## src/sv/wcs_pkg.sv

```systemverilog
// Shared types and constants for the weighted cosine similarity block.
// Used by every module of the block; depends on nothing.
package wcs_pkg;

   localparam int ELEM_BITS   = 12;
   localparam int WEIGHT_BITS = 8;
   localparam int WELEM_BITS  = ELEM_BITS + WEIGHT_BITS + 1;
   localparam int PROD_BITS   = 2 * WELEM_BITS;
   localparam int DOT_BITS    = 51;
   localparam int EN_BITS     = 50;
   localparam int QUEUE_DEPTH = 4;
   localparam int SIM_BITS    = 16;

   // Shared multiplier: 4 x 2 chunks of CHUNK bits.
   localparam int CHUNK      = 26;
   localparam int MUL_A_BITS = 4 * CHUNK;
   localparam int MUL_B_BITS = 2 * CHUNK;
   localparam int MUL_P_BITS = 6 * CHUNK;

   typedef struct packed {
      logic signed [ELEM_BITS-1:0] ref_elem;
      logic signed [ELEM_BITS-1:0] est_elem;
      logic [WEIGHT_BITS-1:0]      elem_weight;
      logic                        last_elem;
   } req_type;

   typedef struct packed {
      logic signed [SIM_BITS-1:0] similarity;
      logic                       zero_norm;
   } rsp_type;

   typedef struct packed {
      logic signed [DOT_BITS-1:0] dot;
      logic [EN_BITS-1:0]         ref_en;
      logic [EN_BITS-1:0]         est_en;
   } acc_type;

   typedef struct packed {
      logic                  start;
      logic [MUL_A_BITS-1:0] a;
      logic [MUL_B_BITS-1:0] b;
   } mul_req_type;

   typedef struct packed {
      logic                  done;
      logic [MUL_P_BITS-1:0] prod;
   } mul_rsp_type;

endpackage

```

## src/sv/wcs_fifo.sv

```systemverilog
// Short queue of finished accumulator sets between front and back end.
// Uses wcs_pkg for the entry type.
module wcs_fifo #(
   parameter int QUEUE_DEPTH = wcs_pkg::QUEUE_DEPTH
) (
   input  logic                             clock,
   input  logic                             reset,
   input  logic                             push,
   input  wcs_pkg::acc_type                 push_data,
   input  logic                             pop,
   output wcs_pkg::acc_type                 head,
   output logic                             empty,
   output logic [$clog2(QUEUE_DEPTH+1)-1:0] count
);
   localparam int PW = (QUEUE_DEPTH > 1) ? $clog2(QUEUE_DEPTH) : 1;
   localparam int CB = $clog2(QUEUE_DEPTH+1);

   wcs_pkg::acc_type mem_ff [QUEUE_DEPTH];
   logic [PW-1:0] wr_ptr_ff, rd_ptr_ff;
   logic [CB-1:0] count_ff;

   assign head = mem_ff[rd_ptr_ff];
   assign empty = count_ff == '0;
   assign count = count_ff;

   always_ff @(posedge clock) begin
      if (reset) begin
         wr_ptr_ff <= '0;
         rd_ptr_ff <= '0;
         count_ff <= '0;
      end else begin
         if (push) begin
            wr_ptr_ff <= (wr_ptr_ff == PW'(QUEUE_DEPTH-1)) ? '0 : wr_ptr_ff + 1'b1;
         end
         if (pop) begin
            rd_ptr_ff <= (rd_ptr_ff == PW'(QUEUE_DEPTH-1)) ? '0 : rd_ptr_ff + 1'b1;
         end
         count_ff <= count_ff + CB'(push) - CB'(pop);
      end
   end

   always_ff @(posedge clock) begin
      if (push) begin
         mem_ff[wr_ptr_ff] <= push_data;
      end
   end

   a_no_overflow: assert property (@(posedge clock) disable iff (reset)
      push |-> (count_ff < CB'(QUEUE_DEPTH)) || pop)
      else $error("queue written while full");
   a_no_underflow: assert property (@(posedge clock) disable iff (reset)
      pop |-> count_ff != '0)
      else $error("queue read while empty");
   a_count_step: assert property (@(posedge clock) disable iff (reset)
      push && !pop |=> count_ff == $past(count_ff) + 1'b1)
      else $error("queue count did not advance on write");
endmodule

```

## config.mk

```make
export PLATFORM = sky130hd
export DESIGN_NAME = wcs_fifo
export DESIGN_NICKNAME = d
export VERILOG_FILES = /design/src/sv/wcs_pkg.sv /design/src/sv/wcs_fifo.sv
export SDC_FILE = /design/constraint.sdc
export NUM_CORES = 1
export LEC_CHECK = 0
export ABC_AREA = 1
export BUFFER_PORTS_ARGS = -buffer_cell sky130_fd_sc_hd__buf_2
export CORE_ASPECT_RATIO = 1.2
export CORE_MARGIN = 2
export CORE_UTILIZATION = 35
export DETAILED_ROUTE_END_ITERATION = 12
export PLACE_DENSITY = 0.59
export SETUP_SLACK_MARGIN = 0.2
export SYNTH_ARGS = -nofsm -noshare
export SYNTH_HDL_FRONTEND = slang
export SYNTH_SLANG_ARGS = --single-unit
```

## constraint.sdc

```tcl
create_clock -name clock -period 6.95 [get_ports clock]
set_input_delay 0.695 -clock clock [delete_from_list [all_inputs] [get_ports clock]]
set_output_delay 0.695 -clock clock [all_outputs]
set_load 0.005 [all_outputs]
```

; ---- Word level (Yosys, flattened, before mapping)
; Memories as Yosys holds them, arrays and structs flattened. A register that Yosys moved wholly into a read port is not among the register bits.
; Index checks and enable logic that the tools add are counted.
[totals]
reg_bits = 7
ramBits = 604
inputBits = 155
out_inout_bits = 155
word_cells = 17
mem_count = 1
[mem_list]
columns = name, depth, word_bits, read_ports, rd_clocked_by_memory_dff, write_ports, line_no
row1 = mem_ff, 4, 151, 1, 1, 1, wcs_fifo.sv:18  ; wcs_pkg::acc_type mem_ff [QUEUE_DEPTH];
[classes]
add_sub_neg = 4
n_eq_ne = 2
n_mux = 6
reduce_logical = 1
[ops]
columns = cell, count
row1 = 2-bit two-way mux, 4
row2 = 2-bit by 1-bit adder with 2-bit output (second input constant), 2
row3 = 2-bit == test (second input constant), 2
row4 = 3-bit by 1-bit adder with 3-bit output, 1
row5 = 3-bit logical NOT, 1
row6 = 3-bit by 1-bit subtractor with 3-bit output, 1
row7 = 1-bit two-way mux, 2

; ---- Depth between registers and ports, before layout
[logic_depth]
ltp_word = 4
ltp_mapped = 9
mapped_depth_nobuf = 9

; ---- Worst setup path after synthesis
; OpenSTA, ideal clock, no wires.
[synth_path]
kind = input to register
startpoint = input push
endpoint = memory mem_ff[3][0] (netlist bit), enable pin
setup_ns = 0.504
t_arrival_ns = 3.637
required_ns = 6.446
path_slack_ns = 2.810
stages = 2
path_buffers = 0
cell_sequence = nand2_1 > inv_1
[synth_via]
elab_chain_len = 2
[synth_rtl]
columns = element, line_no
row1 = from (decl), wcs_fifo.sv:8  ; input logic push,
row2 = 1-bit two-way mux, wcs_fifo.sv:43  ; if (push) begin
row3 = 1-bit two-way mux (implied by the code), wcs_fifo.sv:44  ; mem_ff[wr_ptr_ff] <= push_data;
row4 = to (decl), wcs_fifo.sv:18
; Every way passes these cells.

==> summary.md <==
| Metric | Value |
|---|---|
| Filler cells | ~6400 |
| Crit start category | flip-flop |
| Fin cells | 3070 |
| CP required | ~6300 ps |
| Final hold vios | 0 |
| FF+latch count, synth | around 600 |
| Final Cycle Share | 56.3% |
| Dpl hpwl | about 29 mm |
| Final slew viol count | 0 |
| Num ports | 310 |
| Endpoint class of the critical path | output pin |
| Setup Skew | roughly 13 ps |
| Warnings from Yosys | 0 |
| Area Overhead vs Synth | 17.4% |
| Rel. slew slack | 17.4% |
| Critical path class | flip-flop to output pin |
| Post-Syn Instances | approximately 1800 |
| Status | completed |
| Via/cell ratio | about 4.6 |
| CP max-delay cell | dfxtp_4 |
| CTS H-tree lvls | 2 |
| WP data arrival | about 3200 ps |
| Clock Tree Root | clkbuf_16 |
| Hold buffer count at CTS | 0 |
| # DRC | 0 |
| Inst Count DP | 2948 |
| Clock-pin slew on the worst setup and hold paths | 60 ps |
| PwrDens | a little under 300 nW/um^2 |
| Row count | 105 |
| First-pass GRT wire length | 77.6 mm |
| Drt pass-1 iters | 5 |
| Starting DRC count in detailed routing | between 700 and 800 |
| Synth cell types | 16 |
| CTS resizes | 0 |
| Seq/Total Area, Yosys | 75.9% |
| Gr usage total | between 10% and 20% |
| GPL Wtd Cong | roughly 0.73 |
| Die ar. | approximately 71000 sq um |
| RSZ-0062 raised after global routing | no |
| Post-Syn Nets | ~2000 |
| Fraction of layout cells with a size suffix above 1 | 19.1% |
| Die height | between 200 and 300 um |
| Max_cap viols | 0 |
| Crit Path Max Fanout | ~250 |
| CP delay by family, top | flip-flops |
| Port Buf Inserts | between 300 and 400 |
| Final setup TNS | 0 ps |
| Max VDD drop | around 0.20 mV |
| Max Clk Rate | ~260 MHz |
| Initial antenna violation count | 13 |
| Cts bufs inserted | just over 60 |
| Nets | ~2300 |
| Commonest non-fill, non-tap cell in the layout | edfxtp_1 |
| Routed WL | just over 50 mm |
| Core area | 68300 sq um |
| Min Hold Slack | a little under 300 ps |
| Count of final setup violators | 0 |
| Clock insertion delay at the later pin of the skew report | 610 ps |
| Cell chain of the critical path | buf_12 -> a21oi_1 -> o21ai_0 -> nand2_1 -> buf_2 |
| Crit path largest cell delay | 1000 ps |
| Slew @ Worst Pin | between 1000 and 1500 ps |
| Max clock buf depth | 3 |
| Die X | 244 um |
| Critical path buffers and inverters | 2 |
| Mapped Area | between 20000 and 25000 sq um |
| Number of vias in the routed layout | 14100 |
| Largest net degree at the start of global routing | between 200 and 300 |
| TritonCTS clock tree | done |
| Final setup margin | ~3000 ps |
| Routed Antenna Nets | 0 |
| R2R setup slack | roughly 4300 ps |
| Routed WL per cell | about 16 um |
| HP Class | primary input to flip-flop |
| Vias in the first global route | between 10000 and 15000 |
| Grt total ovfl | 0 |
| Most frequent cells in the layout | edfxtp_1 (604), inv_1 (313), nand2_1 (311) |
| Starting Density | roughly a third |
| Pwr Total | a little over 8000 uW |
| Period minus WS final | 3910 ps |
| Syn_area_per_cell | ~13 sq um |
| CTS sink count | 613 |
| Post-CTS setup buffers | 0 |
| Lkg Pwr | 0.0108 uW |
| Place WS | roughly 3800 ps |
## metal layers
layer  routed length (um)  GRT usage [%]  part of all wire, %  vias to the layer above
li1                     -              -                    -                     6918
met1                21100           17.1                   42                     6819
met2                24600           23.3                   49                      290
met3                 2940           3.74                  5.9                      102
met4                 1610           5.55                  3.2                       12
met5                   72              0                 0.14                        -
## area by class of cell
| class | instances | area (sq um) | share of cell area (%) |
|---|---|---|---|
| flip-flops and latches | 613 | 18300 | 64.7 |
| multi-input cells | 789 | 3990 | 14.1 |
| clock buffers | 88 | 1710 | 6.04 |
| repair buffers | 320 | 1680 | 5.93 |
| inverters | 317 | 1210 | 4.27 |
| well taps | 909 | 1140 | 4.02 |
| clock inverters | 27 | 248 | 0.875 |
| diodes | 7 | 17.5 | 0.0619 |
## through the flow
step	util [%]	instance area, sq um
2_1_floorplan	-	24100
3_3_place_gp	38.6	26300
3_5_place_dp	38.6	26300
4_1_cts	41.4	28300
5_1_grt	41.5	28300
6_report	41.5	28300
## synth_stat cells (all sizes together)
cell,number,area [sq um]
buf,98,616
nand2,311,1170
nor2,10,37.5
o21ai,154,771
clkbuf,3,12.5
a21oi,154,771
dfxtp,9,180
nand3,1,5.00
inv,317,1190
edfxtp,604,18100
ha,7,87.6
o211ai,151,1130
fa,1,20.0
## worst paths after layout
path | end | cells past startpoint | start
worst min-delay path | mem_ff[2][32] | 1 | push_data[32]
worst max-delay path | head[5] | 5 | flip-flop
worst min register to register | flip-flop | 2 | rd_ptr_ff[0]
worst max register to register | mem_ff[0][94] | 5 | wr_ptr_ff[0]
## flip-flops by register name, indices dropped and copies added, names as in the netlist, named ones only
signal / count
rd_ptr_ff: 2
wr_ptr_ff: 2
mem_ff: 604
count: 3
## cells by family after synthesis
group	Yosys count	share of synthesized area (%)
adders and majority gates	8	0.446
buffers and inverters	418	7.53
AOI/OAI and AO/OA	459	11.1
DFF	613	75.9
and+or+nand+nor	322	5.01
## power breakdown
group / internal [uW] / total (uW) / switching, uW
Sequential: 4240 / 4290 / 53.1
Clock: 1850 / 3190 / 1340
Combinational: 252 / 717 / 465
Total: 6340 / 8200 / 1860
No activity file was read; power rests on OpenSTA's default activity.
