**config.mk**
```make
export PLATFORM = sky130hd
export DESIGN_NAME = wcs_mul
export DESIGN_NICKNAME = d
export VERILOG_FILES = /design/src/sv/wcs_pkg.sv /design/src/sv/wcs_mul.sv
export SDC_FILE = /design/constraint.sdc
export NUM_CORES = 2
export LEC_CHECK = 0
export ABC_AREA = 1
export BUFFER_PORTS_ARGS = -buffer_cell sky130_fd_sc_hd__buf_2
export CAP_MARGIN = 5
export CORE_MARGIN = 1
export CORE_UTILIZATION = 55
export CTS_BUF_LIST = sky130_fd_sc_hd__clkbuf_4 sky130_fd_sc_hd__clkbuf_8
export DETAILED_ROUTE_END_ITERATION = 10
export GPL_TIMING_DRIVEN = 0
export HOLD_SLACK_MARGIN = 0.08
export PLACE_DENSITY = 0.76
export SLEW_MARGIN = 20
export SYNTH_ARGS = -nofsm -noshare
export SYNTH_HDL_FRONTEND = slang
export SYNTH_SLANG_ARGS = --single-unit
```
**constraint.sdc**
```tcl
create_clock -name clock -period 6.7 [get_ports clock]
set_input_delay 0.335 -clock clock [delete_from_list [all_inputs] [get_ports clock]]
set_output_delay 0.335 -clock clock [all_outputs]
set_load 0.005 [all_outputs]
```
**src/sv/wcs_pkg.sv**
```systemverilog
// Shared types and constants for the weighted cosine similarity block.
// Used by every module of the block; depends on nothing.
package wcs_pkg;

   localparam int ELEM_BITS   = 12;
   localparam int WEIGHT_BITS = 8;
   localparam int WELEM_BITS  = ELEM_BITS + WEIGHT_BITS + 1;
   localparam int PROD_BITS   = 2 * WELEM_BITS;
   localparam int DOT_BITS    = 51;
   localparam int EN_BITS     = 50;
   localparam int QUEUE_DEPTH = 4;
   localparam int SIM_BITS    = 16;

   // Shared multiplier: 4 x 2 chunks of CHUNK bits.
   localparam int CHUNK      = 26;
   localparam int MUL_A_BITS = 4 * CHUNK;
   localparam int MUL_B_BITS = 2 * CHUNK;
   localparam int MUL_P_BITS = 6 * CHUNK;

   typedef struct packed {
      logic signed [ELEM_BITS-1:0] ref_elem;
      logic signed [ELEM_BITS-1:0] est_elem;
      logic [WEIGHT_BITS-1:0]      elem_weight;
      logic                        last_elem;
   } req_type;

   typedef struct packed {
      logic signed [SIM_BITS-1:0] similarity;
      logic                       zero_norm;
   } rsp_type;

   typedef struct packed {
      logic signed [DOT_BITS-1:0] dot;
      logic [EN_BITS-1:0]         ref_en;
      logic [EN_BITS-1:0]         est_en;
   } acc_type;

   typedef struct packed {
      logic                  start;
      logic [MUL_A_BITS-1:0] a;
      logic [MUL_B_BITS-1:0] b;
   } mul_req_type;

   typedef struct packed {
      logic                  done;
      logic [MUL_P_BITS-1:0] prod;
   } mul_rsp_type;

endpackage

```
**src/sv/wcs_mul.sv**
```systemverilog
// Shared sequential multiplier: 104 x 52 bits as eight 26 x 26 partial products.
// Uses wcs_pkg for widths and the request and response structs.
module wcs_mul (
   input  logic                 clock,
   input  logic                 reset,
   input  wcs_pkg::mul_req_type mul_req,
   output wcs_pkg::mul_rsp_type mul_rsp
);
   localparam int CH = wcs_pkg::CHUNK;
   localparam int PB = wcs_pkg::MUL_P_BITS;

   logic busy_ff, pp_vld_ff, pp_last_ff, done_ff;
   logic [3:0] cnt_ff;
   logic [2:0] sh_ff;
   logic [wcs_pkg::MUL_A_BITS-1:0] a_ff;
   logic [wcs_pkg::MUL_B_BITS-1:0] b_ff;
   logic [2*CH-1:0] pp_ff;
   logic [PB-1:0] acc_ff;
   logic issue;

   assign issue = busy_ff && !mul_req.start && (cnt_ff != 4'd8);
   assign mul_rsp = '{done: done_ff, prod: acc_ff};

   always_ff @(posedge clock) begin
      if (reset) begin
         busy_ff <= 1'b0;
         pp_vld_ff <= 1'b0;
         done_ff <= 1'b0;
         cnt_ff <= '0;
      end else begin
         done_ff <= !mul_req.start && pp_vld_ff && pp_last_ff;
         if (mul_req.start) begin
            busy_ff <= 1'b1;
            pp_vld_ff <= 1'b0;
            cnt_ff <= '0;
         end else begin
            pp_vld_ff <= issue;
            if (issue) begin
               cnt_ff <= cnt_ff + 1'b1;
            end
            if (pp_vld_ff && pp_last_ff) begin
               busy_ff <= 1'b0;
            end
         end
      end
   end

   // Partial product i*j lands at a weight of 2^(CHUNK*(i+j)).
   always_ff @(posedge clock) begin
      if (mul_req.start) begin
         a_ff <= mul_req.a;
         b_ff <= mul_req.b;
         acc_ff <= '0;
      end else begin
         if (issue) begin
            pp_ff <= a_ff[cnt_ff[2:1]*CH +: CH] * b_ff[cnt_ff[0]*CH +: CH];
            sh_ff <= 3'(cnt_ff[2:1]) + 3'(cnt_ff[0]);
            pp_last_ff <= cnt_ff == 4'd7;
         end
         if (pp_vld_ff) begin
            acc_ff <= acc_ff + (PB'(pp_ff) << (sh_ff * CH));
         end
      end
   end
endmodule

```
==> summary.md, run 1 <==
| Metric | Value |
|---|---|
| Total GRT Usage | `79.3%` |
| GPL Wtd Cong | `1.15` |
| Post-synthesis xor/xnor area fraction | `approximately 2.2%` |
| Die H | `about 320 um` |
| Mean Syn Cell Area | `around 6.6 um2` |
| Hpwl dp | `around 210,000 um` |
| Post-synth top area cell | `fa_1` |
| Vias in the first global route | `~72,000` |
| Die Wd | `roughly 320 um` |
| Largest family of logic cells by synthesized area | `simple AND/OR/NAND/NOR gates` |
| Post-synth top area share | `20.6%` |
| Register bit total from synthesis | `about 380` |
| Ys Warns | `0` |
| Register area share after synthesis | `between 15 and 20%` |
| Site Rows | `116` |
| Clock Tree Root | `clkbuf_8` |
| Mapped cell area | `roughly 0.056 mm2` |
| Stop err | `[ERROR GRT-0116] Global routing finished with congestion. Check the congestion regions in the DRC Viewer.` |
| Syn Nets | `about 9,600` |
| Status | `did not finish` |
| Failed at | `global routing` |
| H-tree levels | `3` |
| Post-synth top cells | `nand2_1 (2,466), inv_1 (1,738), nor2_1 (1,265), fa_1 (576), o21ai_0 (357)` |
| Simple-gate area share of the yosys netlist | `30.6%` |
| Post-synthesis compound-gate area fraction | `roughly 7.4%` |
| First-pass GRT wire length | `573,000 um` |
| Mapped Cells | `8,532` |
| Area contributors post-synth | `fa_1 (21%), nand2_1 (17%), inv_1 (12%)` |
| Unique cell type count in the Yosys netlist | `between 50 and 60` |
| Post-synthesis mux area share | `0.322%` |
| Most used DFF post-synth | `edfxtp_1` |
| Starting density of the core | `between 50 and 60%` |
| IO buf count | `roughly 320` |
| Most common cell in the synthesized netlist | `nand2_1` |
| Clock Sinks | `~380` |
| # IOs | `~320` |
| Clock tree buffer depth | `3` |
| Grt ovf | `between 3,000 and 4,000` |
| Number of synthesized flops with an enable pin | `about 210` |
| Area of placed instances | `0.0594 mm2` |
| Asr flop ratio synth | `0%` |
| Synth Area in Adders | `about 29%` |
| TritonCTS buffer count | `72` |
| Pin count of the biggest net entering global routing | `about 120` |
per-stage QoR:
| step | hold WS [ns] | TNS, ns | instances | worst slack, ns |
|---|---|---|---|---|
| after global placement | 0.451 | -77.87 | 10200 | -2.49 |
| after floorplan | 0.404 | -0.0115 | 8532 | -0.0115 |
| after detailed placement | 0.455 | -63.50 | 10200 | -2.10 |
| after CTS | 0.244 | -3.17 | 10600 | -0.206 |
metal layers:
layer  global-route usage, %  GRT overflow
met4                    69.6           452
met3                    64.1           789
met5                    47.3           110
met2                    94.1          1180
met1                    83.0          1162
what timing repair did:
item	CTS
setup endpoints to repair	50
setup buffers	125
hold buffers	158
pin swaps	120
resized for setup	786
gates cloned	8
hold endpoints to repair	206
cell families after synthesis:
logic type / count (synthesis)
XOR/XNOR: 138
buffers and inverters: 2033
AO/OA/AOI/OAI: 772
AND/OR/NAND/NOR: 4266
adder cells (fa/ha/maj): 930
multiplexers: 18
flip-flops: 375
==> run 2: changes to the inputs <==
Settings changed: CORE_UTILIZATION 55 to 40, CTS_BUF_LIST sky130_fd_sc_hd__clkbuf_4 sky130_fd_sc_hd__clkbuf_8 to unset, HOLD_SLACK_MARGIN 0.08 to unset, PLACE_DENSITY 0.76 to unset, PLACE_DENSITY_LB_ADDON set to 0.15.
Clock period 6.7 ns to 8.7 ns, I/O delays scaled along.
==> summary.md, run 2 <==
| Metric | Value |
|---|---|
| Status | `completed` |
| Startpoint Class | `register` |
| Top reg by flops | `acc_ff` |
| Arr. time, crit path | `between 9 and 10 ns` |
| Hold endpoint | `b_ff[9]` |
| CP Class | `register to register` |
| Site Rows | `approximately 140` |
| Non-filler cells, final | `about 11,000` |
| Max FO, Critical Path | `10` |
| RR Endpoint | `pp_ff[50]` |
| Worst Setup Slack post-DPL | `-0.781 ns` |
| Mapped Cells | `8,532` |
| Total wire length | `roughly 270,000 um` |
| Top flop regs | `acc_ff: 156 flops, a_ff: 104 flops` |
| Area Growth Syn to Fin | `13.6%` |
| TritonCTS clock tree | `done` |
| Most common cell on crit path | `fa_1` |
| Number of synthesized flops with an enable pin | `~210` |
| R2R depth | `29` |
| Clock latency on the worst-skew pair | `~0.70 ns` |
| Clock Tree Root | `clkbuf_16` |
| GPL Wtd Cong | `roughly 1.1` |
| Max-slew violation count | `0` |
| Fin worst setup slack | `around 0.18 ns` |
| Required time worst endpoint | `around 9.2 ns` |
| Vias/cell | `between 5 and 6` |
| Via count | `57,100` |
| Mapped cell area | `between 0.05 and 0.06 mm2` |
| Clock Sinks | `375` |
| Ratio of cells with drive above 1 in the final layout | `about 8%` |
| Slowest cell on the critical path | `clkbuf_1` |
| First-pass GRT wire length | `between 300,000 and 400,000 um` |
| CTS clock-pin slew for the worst setup and hold paths | `0.06 ns` |
| Setup TNS | `0 ns` |
| Starting density of the core | `just over 40%` |
| Most frequent cells in the layout | `nand2_1 (2,457), inv_1 (1,732), nor2_1 (1,265)` |
| Cell family with most CP delay | `adder cells` |
| Clock Skew | `roughly 0.042 ns` |
| Register area share after synthesis | `17.2%` |
| Grt ovf | `0` |
| Total GRT Usage | `between 30% and 40%` |
| Hold path start | `mul_req[156]` |
| Post-synth top area cell | `fa_1` |
| Fillcell total | `roughly 15,000` |
| Max incr delay on CP | `around 0.72 ns` |
| Fin nets | `about 10,000` |
| Pin count of the biggest net entering global routing | `around 110` |
| H-tree levels | `2` |
| RR Startpoint | `cnt_ff[1]` |
| Mean Syn Cell Area | `about 6.6 um2` |
| Post-synth top cells | `nand2_1 (2,466), inv_1 (1,738), nor2_1 (1,265), fa_1 (576), o21ai_0 (357)` |
| Post-synth top area share | `20.6%` |
| Setup crit end kind | `register` |
| Crit share post-route | `approximately 98%` |
| Final number of hold-violating endpoints | `0` |
| Die Wd | `376 um` |
| Asr flop ratio synth | `0%` |
| Max-Cap Viols | `0` |
| Hpwl dp | `roughly 230,000 um` |
| Vias in the first global route | `roughly 57,000` |
| Hold crit path type | `input pin to register` |
| # IOs | `316` |
| Worst hold path cell count | `1` |
| Most common cell in the synthesized netlist | `nand2_1` |
| Register bit total from synthesis | `375` |
| WL per Instance | `approximately 25 um` |
| Most used DFF post-synth | `edfxtp_1` |
| Iter 0 DRT Violations | `~4,700` |
| Initial antenna violation count | `5` |
| Unique cell type count in the Yosys netlist | `53` |
| Post-DRT Antenna Nets | `0` |
| Max reg flops | `156` |
| Die H | `~380 um` |
| Area contributors post-synth | `fa_1 (21%), nand2_1 (17%), inv_1 (12%)` |
| Ys Warns | `0` |
| Residual DRC | `0` |
| TritonCTS buffer count | `48` |
| CP Buf/Inv Count | `8` |
| Crit path time final | `about 8.5 ns` |
| Core area | `around 0.14 mm2` |
| IO buf count | `between 300 and 400` |
| Drt first pass iters | `6` |
| Final setup viols | `0` |
| R2r setup slk | `~0.18 ns` |
| Relative slew slack | `21.6%` |
| Worst slew pin tran | `around 1.2 ns` |
| Die Footprint | `approximately 0.14 mm2` |
| Syn Nets | `9,621` |
| Most common cell after layout, fill and taps aside | `nand2_1` |
| Placed cell count | `10,700` |
| Clock tree buffer depth | `3` |
| Maximum clock rate | `117 MHz` |
| Layout Utilization | `~46%` |
-- run 2: cell counts after synthesis --
No cell type changed its count.
-- run 2: worst register-to-register path, delay by kind of cell (launching register included) --
kind | cells | cell delay, ns
xor gates and xnor gates | 1 | 0.18
adders and majority gates | 8 | 3.87
buffers and inverters | 8 | 1.85
and+or+nand+nor | 12 | 2.18
DFF | 1 | 0.31
-- run 2: worst max path at each step --
stage                     slack, ns  startpoint   endpoint  cells after the start
after floorplan                1.82   cnt_ff[1]  pp_ff[39]                     32
after global placement        -1.02   cnt_ff[0]  pp_ff[50]                     26
after detailed placement      -0.78   cnt_ff[1]  pp_ff[50]                     31
after CTS                     0.001   cnt_ff[0]  pp_ff[46]                     25
after global routing          -0.06   cnt_ff[1]  pp_ff[39]                     30
final                          0.18   cnt_ff[1]  pp_ff[50]                     29
-- run 2: layer usage --
metal	track usage, %	part of all wire, %	up-vias
li1	-	-	26800
met1	46.1	39	27500
met2	63.9	47	2207
met3	4.46	6.1	568
met4	24.5	7.8	0
met5	0	0	-
-- run 2: stage by stage --
stage	instance area [um2]	hold WS, ns
6_report	63500	0.192
5_1_grt	63500	0.191
4_1_cts	63400	0.165
3_5_place_dp	60100	0.459
3_3_place_gp	59800	0.449
2_1_floorplan	55900	0.433
-- run 2: repair_timing --
item	in CTS	in global routing
gates resized for setup	38	105
hold endpoints to repair	159	0
endpoints found under the setup margin	23	25
buffers inserted	0	2
hold buffers	157	0
-- run 2: area by class of cell --
type	instances	area, um2	share of cell area [%]
clock inverters	29	439	0.691
clock buffers	57	1260	1.99
well taps	1863	2330	3.67
multi-input cells	6124	38700	60.9
repair buffers	487	3360	5.29
flip-flops and latches	375	9630	15.2
plain buffers	253	1130	1.78
inverters	1775	6680	10.5
diodes	6	15.0	0.0236
-- run 2: logic make-up after synthesis --
kind of cell    Yosys count  synth area share [%]
compound gates          772                  7.41
xor+xnor                138                  2.16
simple gates           4266                  30.6
buf+inv                2033                  13.8
flops                   375                  17.2
fa+ha+maj               930                  28.5
mux                      18                 0.322
Power of run 2 is not shown: default switching activity piles up to over one toggle a cycle in this logic, so the estimate is an artifact.
