--- config.mk ---
export PLATFORM = sky130hd
export DESIGN_NAME = wcs_front
export DESIGN_NICKNAME = d
export VERILOG_FILES = /design/src/sv/wcs_pkg.sv /design/src/sv/wcs_front.sv
export SDC_FILE = /design/constraint.sdc
export NUM_CORES = 2
export LEC_CHECK = 0
export ABC_AREA = 1
export BUFFER_PORTS_ARGS = -buffer_cell sky130_fd_sc_hd__clkbuf_2
export CAP_MARGIN = 20
export CORE_MARGIN = 3
export CORE_UTILIZATION = 55
export CTS_CLUSTER_DIAMETER = 50
export CTS_CLUSTER_SIZE = 12
export DETAILED_ROUTE_END_ITERATION = 12
export GPL_TIMING_DRIVEN = 1
export PLACE_DENSITY = 0.72
export SYNTH_ARGS = -nofsm -noshare
export SYNTH_HDL_FRONTEND = slang
export SYNTH_SLANG_ARGS = --single-unit
--- constraint.sdc ---
create_clock -name clock -period 9.8 [get_ports clock]
set_input_delay 0 -clock clock [delete_from_list [all_inputs] [get_ports clock]]
set_output_delay 0 -clock clock [all_outputs]
set_load 0.02 [all_outputs]
--- src/sv/wcs_pkg.sv ---
// Shared types and constants for the weighted cosine similarity block.
// Used by every module of the block; depends on nothing.
package wcs_pkg;

   localparam int ELEM_BITS   = 12;
   localparam int WEIGHT_BITS = 8;
   localparam int WELEM_BITS  = ELEM_BITS + WEIGHT_BITS + 1;
   localparam int PROD_BITS   = 2 * WELEM_BITS;
   localparam int DOT_BITS    = 51;
   localparam int EN_BITS     = 50;
   localparam int QUEUE_DEPTH = 4;
   localparam int SIM_BITS    = 16;

   // Shared multiplier: 4 x 2 chunks of CHUNK bits.
   localparam int CHUNK      = 26;
   localparam int MUL_A_BITS = 4 * CHUNK;
   localparam int MUL_B_BITS = 2 * CHUNK;
   localparam int MUL_P_BITS = 6 * CHUNK;

   typedef struct packed {
      logic signed [ELEM_BITS-1:0] ref_elem;
      logic signed [ELEM_BITS-1:0] est_elem;
      logic [WEIGHT_BITS-1:0]      elem_weight;
      logic                        last_elem;
   } req_type;

   typedef struct packed {
      logic signed [SIM_BITS-1:0] similarity;
      logic                       zero_norm;
   } rsp_type;

   typedef struct packed {
      logic signed [DOT_BITS-1:0] dot;
      logic [EN_BITS-1:0]         ref_en;
      logic [EN_BITS-1:0]         est_en;
   } acc_type;

   typedef struct packed {
      logic                  start;
      logic [MUL_A_BITS-1:0] a;
      logic [MUL_B_BITS-1:0] b;
   } mul_req_type;

   typedef struct packed {
      logic                  done;
      logic [MUL_P_BITS-1:0] prod;
   } mul_rsp_type;

endpackage

--- src/sv/wcs_front.sv ---
// Front end: weights each element pair and accumulates dot product and energies.
// Pushes finished sums into the queue on the last element. Uses wcs_pkg.
module wcs_front #(
   parameter int QUEUE_DEPTH = wcs_pkg::QUEUE_DEPTH
) (
   input  logic                             clock,
   input  logic                             reset,
   input  logic                             req_valid,
   output logic                             req_ready,
   input  wcs_pkg::req_type                 req_data,
   input  logic [$clog2(QUEUE_DEPTH+1)-1:0] queue_count,
   output logic                             push,
   output wcs_pkg::acc_type                 push_data
);
   localparam int WB = wcs_pkg::WELEM_BITS;
   localparam int PB = wcs_pkg::PROD_BITS;
   localparam int DB = wcs_pkg::DOT_BITS;
   localparam int EB = wcs_pkg::EN_BITS;
   localparam int CB = $clog2(QUEUE_DEPTH+1);

   logic s1_vld_ff, s1_last_ff, s2_vld_ff, s2_last_ff;
   logic signed [WB-1:0] wr_ff, we_ff, wr_in, we_in;
   logic signed [PB-1:0] dp_ff, dp_in;
   logic [PB-1:0] rp_ff, ep_ff, rp_in, ep_in;
   logic signed [DB-1:0] dot_ff, dot_in;
   logic [EB-1:0] ren_ff, een_ff, ren_in, een_in;
   logic [DB:0] dot_sum;
   logic [EB:0] ren_sum, een_sum;
   logic [CB+1:0] reserved;
   logic accept;

   // Every last element in flight holds a queue slot, so a push never finds it full.
   assign reserved = (CB+2)'(queue_count) + (CB+2)'(s1_vld_ff & s1_last_ff)
                     + (CB+2)'(s2_vld_ff & s2_last_ff);
   assign req_ready = reserved < (CB+2)'(QUEUE_DEPTH);
   assign accept = req_valid && req_ready;

   always_comb begin
      wr_in = req_data.ref_elem * $signed({1'b0, req_data.elem_weight});
      we_in = req_data.est_elem * $signed({1'b0, req_data.elem_weight});
      dp_in = wr_ff * we_ff;
      rp_in = wr_ff * wr_ff;
      ep_in = we_ff * we_ff;
      dot_sum = {dot_ff[DB-1], dot_ff} + {{(DB+1-PB){dp_ff[PB-1]}}, dp_ff};
      ren_sum = {1'b0, ren_ff} + (EB+1)'(rp_ff);
      een_sum = {1'b0, een_ff} + (EB+1)'(ep_ff);
      if (dot_sum[DB] != dot_sum[DB-1]) begin
         dot_in = {dot_sum[DB], {(DB-1){~dot_sum[DB]}}};
      end else begin
         dot_in = dot_sum[DB-1:0];
      end
      ren_in = ren_sum[EB] ? {EB{1'b1}} : ren_sum[EB-1:0];
      een_in = een_sum[EB] ? {EB{1'b1}} : een_sum[EB-1:0];
   end

   assign push = s2_vld_ff && s2_last_ff;
   assign push_data = '{dot: dot_in, ref_en: ren_in, est_en: een_in};

   always_ff @(posedge clock) begin
      if (reset) begin
         s1_vld_ff <= 1'b0;
         s2_vld_ff <= 1'b0;
         dot_ff <= '0;
         ren_ff <= '0;
         een_ff <= '0;
      end else begin
         s1_vld_ff <= accept;
         s2_vld_ff <= s1_vld_ff;
         if (s2_vld_ff) begin
            dot_ff <= s2_last_ff ? '0 : dot_in;
            ren_ff <= s2_last_ff ? '0 : ren_in;
            een_ff <= s2_last_ff ? '0 : een_in;
         end
      end
   end

   always_ff @(posedge clock) begin
      wr_ff <= wr_in;
      we_ff <= we_in;
      s1_last_ff <= req_data.last_elem;
      dp_ff <= dp_in;
      rp_ff <= rp_in;
      ep_ff <= ep_in;
      s2_last_ff <= s1_last_ff;
   end
endmodule

# Word-level counts from Yosys, hierarchy flattened
# Index checks and enable logic that the tools add are counted.
# totals
register_bits	323
inputBits	39
output_inout_bits	153
wordCells	35
# classes
add_sub_neg	5
multipliers	5
magnitude_cmp	1
n_eq_ne	1
n_mux	6
bitwise_logic	3
n_reduce_logical	2
# ops
op	n
50-bit two-way mux	4
21-bit by 21-bit multiplier with 42-bit output	3
50-bit by 42-bit adder with 51-bit output	2
51-bit two-way mux	2
51-bit by 42-bit adder with 52-bit output	1
12-bit by 9-bit multiplier with 21-bit output	2
4-bit by 1-bit adder with 5-bit output	1
5-bit by 3-bit less-than comparator with 1-bit output (second input constant)	1
3-bit by 1-bit adder with 4-bit output	1
1-bit AND	2
1-bit logical AND	2
1-bit != test	1
1-bit inverter	1

# Longest topological paths before layout
# depth
word_depth	5
ltp_mapped	30
mapped_depth_nobuf	27

# Worst setup path after synthesis
# OpenSTA, ideal clock, no wires.
# synth_timing
path_kind	register to register
from	register we_ff[20]
to	register ep_ff[38]
setup_time_ps	72
arrival_time_ps	6718
t_required_ps	9728
setup_slack_ps	3011
stages_incl_launch_ff	28
n_path_buf	2
synth_period_minus_slack_ps	6789
cell_sequence	dfxtp_1 clkbuf_1 buf_1 nand2_1 fa_1 inv_1 fa_1 inv_1 fa_1 inv_1 fa_1 fa_1 fa_1 inv_1 fa_1 inv_1 ha_1 nand2_1 nor2_1 inv_1 nor3_1 nand2_1 o21ai_0 nand2_1 nand2_1 nand2_1 nand2_1 xor2_1
# synth_between
elab_chain_len	1
# synth_lines
element	line_no	text
start, declared	wcs_front.sv:22	logic signed [WB-1:0] wr_ff, we_ff, wr_in, we_in;
start signal, assigned	wcs_front.sv:79	we_ff <= we_in;
21-bit by 21-bit multiplier with 42-bit output	wcs_front.sv:43	ep_in = we_ff * we_ff;
named net ep_in[38]	wcs_front.sv:24	logic [PB-1:0] rp_ff, ep_ff, rp_in, ep_in;
end signal, assigned	wcs_front.sv:83	ep_ff <= ep_in;
end, declared	wcs_front.sv:24	
# The timed path passes the listed nets, and every way through them passes these cells.
# A chain may end at the register's enable or synchronous reset.

# Final worst setup path
# Same ends and word-level chain as after synthesis.

==> metrics.csv <==
stage;metric;value;unit
clocking;CTS Buf Count;54;
global_routing;first-pass GRT wire length;335000;um
detailed_routing;DRC;0;
synthesis;Cells after Synth;9714;
sta;Final TNS setup;0;ns
placed_design;DP HPWL;170000;um
synthesis;share of the synthesized area in the top cell type;38.6;%
sta;RSZ-0062 raised after global routing;no;
detailed_routing;Initial DRC Count;4029;
detailed_routing;routed vias;60600;
sta;final setup violation count;0;
final_layout;layout filler cell count;12400;
synthesis;xor/xnor share of the synthesized area;3.48;%
synthesis;combinational family with the most area after synthesis;adder cells;
final_layout;most frequent cells in the layout;inv_1 (2670), nand2_1 (2195), fa_1 (1444);
clocking;clk buf depth;3;
setup_path;max incr delay on CP;1.03;ns
synthesis;post-synthesis mux area share;0;%
global_routing;number of global-route vias before repair;63900;
floorplan;Die Y;375;um
flow_run;maxcap violations;0;
final_layout;layout cells sized above 1;6.69;%
global_routing;largest net degree at the start of global routing;80;
detailed_routing;post-DR vias/cell;5.26;
setup_path;CP max-delay cell;dfxtp_1;
sta;Slew Limit Headroom;28.0;%
clocking;post_cts resized;0;
clocking;clk root buf;clkbuf_16;
synthesis;Post-Syn Nets;11800;
floorplan;Initial Utilization;55.8;%
setup_path;CP most frequent cell;nand2_1;
synthesis;Post-synth top flop;dfxtp_1;
floorplan;FP Rows;134;
detailed_routing;Routed Antenna Nets;0;
synthesis;average size of a mapped cell;7.72;um^2
synthesis;Ys Warns;0;
floorplan;# IOs;192;
floorplan;Die X;375;um
setup_path;Worst Path Required;10.37;ns
synthesis;register area share after synthesis;8.57;%
clocking;Sinks on Clock Net;321;
synthesis;compound-gate portion of the synthesized area;6.84;%
setup_path;crit end category;register;
global_routing;final global-route overflow total;0;
sta;Least-Margin Pin Slew;1.08;ns
synthesis;EDFF count, synth;0;
clocking;CTS HTree Levels;2;
detailed_routing;Routed wire per std cell;17.6;um
synthesis;top cells by area, synth;fa_1 (39%), inv_1 (13%), nand2_1 (11%), ha_1 (9.8%), dfxtp_1 (8.6%);
setup_path;R2R Setup Slk;2.01;ns
setup_path;delay-heaviest family, CP;adder cells;
synthesis;Mapped Area;75000;um^2
setup_path;Buf+Inv Stages, Crit Path;7;
final_layout;nets@finish;11800;
detailed_routing;drt first pass iters;7;
placed_design;GP Congestion;1.01;
detailed_routing;final WL;203000;um
synthesis;ys async rst share;0;%
sta;Max Slew Vio Count;0;
global_routing;GRT Overall Usage;29.4;%
synthesis;#FFs+latches synth;321;
sta;final cycle utilization of the critical path;79.5;%
sta;fmax;0.128;GHz
global_routing;initial antenna violation count;1;
floorplan;core area;134000;um^2
sta;final hold vios;0;
sta;Worst Skew;0.0341;ns
sta;min cycle time layout;7.79;ns
clocking;worst skew pair latency;0.66;ns
setup_path;arrival time at the worst endpoint;8.36;ns
setup_path;CP max FO;23;
synthesis;largest area contributor in the netlist;fa_1;
synthesis;count of cell types in the netlist;63;
final_layout;commonest non-fill, non-tap cell in the layout;inv_1;
setup_path;Setup CP Type;reg -> reg;
placed_design;port bufs;191;
outcome;status;finished clean;
clocking;TritonCTS clock tree;yes;
final_layout;P&R area growth vs syn;5.85;%
synthesis;simple-gate share of the synthesized area;17.5;%
worst_hold_path;Hold WC Path Type;in -> reg;
setup_path;startpoint class of the critical path;register;
floorplan;Die Area;141000;um^2
clocking;Clock transition at path regs;0.06;ns
synthesis;Synth Area in Adders;48.3;%
path summary, 6_finish.rpt:
kind / from / endpoint / cells after the start
setup / recovery: we_ff[20] / ep_ff[38] / 26
hold / removal: req_data[1] / wr_ff[1] / 4
setup reg to reg: we_ff[20] / ep_ff[38] / 26
hold reg to reg: s1_last_ff / s2_last_ff / 0
tightest hold or removal path, stage by stage:
cell	delay (ns)
clkbuf_2	0.43
nand2_1	0.11
inv_1	0.05
ha_1	0.11
state kept, by name, indices dropped and copies added, names as in the netlist:
register	cells
s2_vld_ff	1
ep_ff	41
s1_vld_ff	1
een_ff	50
s2_last_ff	1
dp_ff	42
ren_ff	50
rp_ff	41
s1_last_ff	1
wr_ff	21
we_ff	21
dot_ff	51
metrics by stage:
step           util (%)  hold slack (ns)  cells  instance area [um^2]  worst slack [ns]
2_1_floorplan         -           0.0277   9714                 75000              3.01
3_3_place_gp       57.5            0.106  11400                 77300              2.11
3_5_place_dp       57.5            0.107  11400                 77300              2.05
4_1_cts            59.0           0.0597  11500                 79400              2.04
5_1_grt            59.0            0.138  11500                 79400              1.48
6_report           59.0            0.107  11500                 79400              2.01
cells by family (layout without fill, tap and decap cells):
group | Yosys count | after routing
other | 0 | 1
xor gates and xnor gates | 298 | 298
AOI/OAI and AO/OA | 887 | 887
adders and majority gates | 2030 | 2030
DFF | 321 | 321
and+or+nand+nor | 3178 | 3178
buffers and inverters | 3000 | 3041
final cells by class:
class | instances | area (um^2) | share of cell area, %
antenna | 1 | 2.50 | 0.00315
tap | 1768 | 2210 | 2.79
sequential | 321 | 6460 | 8.14
clock buffer | 61 | 1420 | 1.79
clock inverter | 40 | 561 | 0.706
inverter | 2678 | 10100 | 12.7
timing repair buffer | 262 | 1530 | 1.93
multi-input combinational | 6393 | 57100 | 72.0
synth_stat cells, drive strengths merged, types with 2 or more instances:
cell and instances:
a211oi 2, a21boi 12, a21o 41, a21oi 483, a221oi 2, a31o 11, a31oi 43, and2 3
and3 9, buf 46, clkbuf 276, dfxtp 321, fa 1444, ha 586, inv 2678, nand2 2321
nand3 212, nand3b 5, nand4 55, nor2 474, nor3 48, nor4 20, o2111ai 4, o211ai 7
o21a 17, o21ai 203, o21bai 45, o221ai 5, o22ai 2, o31ai 5, or2 28, xnor2 114
xor2 184
timing repair:
| action | CTS | global route |
|---|---|---|
| hold buffers | 11 | 0 |
| endpoints found under the hold margin | 88 | 0 |
| buffers inserted | 0 | 0 |
layer usage:
metal / GRT usage [%] / vias to the layer above / share of wire [%]
met5: 0 / - / 0
met4: 7.25 / 0 / 2.6
met3: 4.37 / 307 / 7.6
met2: 46.8 / 2111 / 44
met1: 42.5 / 29800 / 45
li1: - / 28400 / -
Power is not shown: default switching activity piles up to over one toggle a cycle in this logic, so the estimate is an artifact.
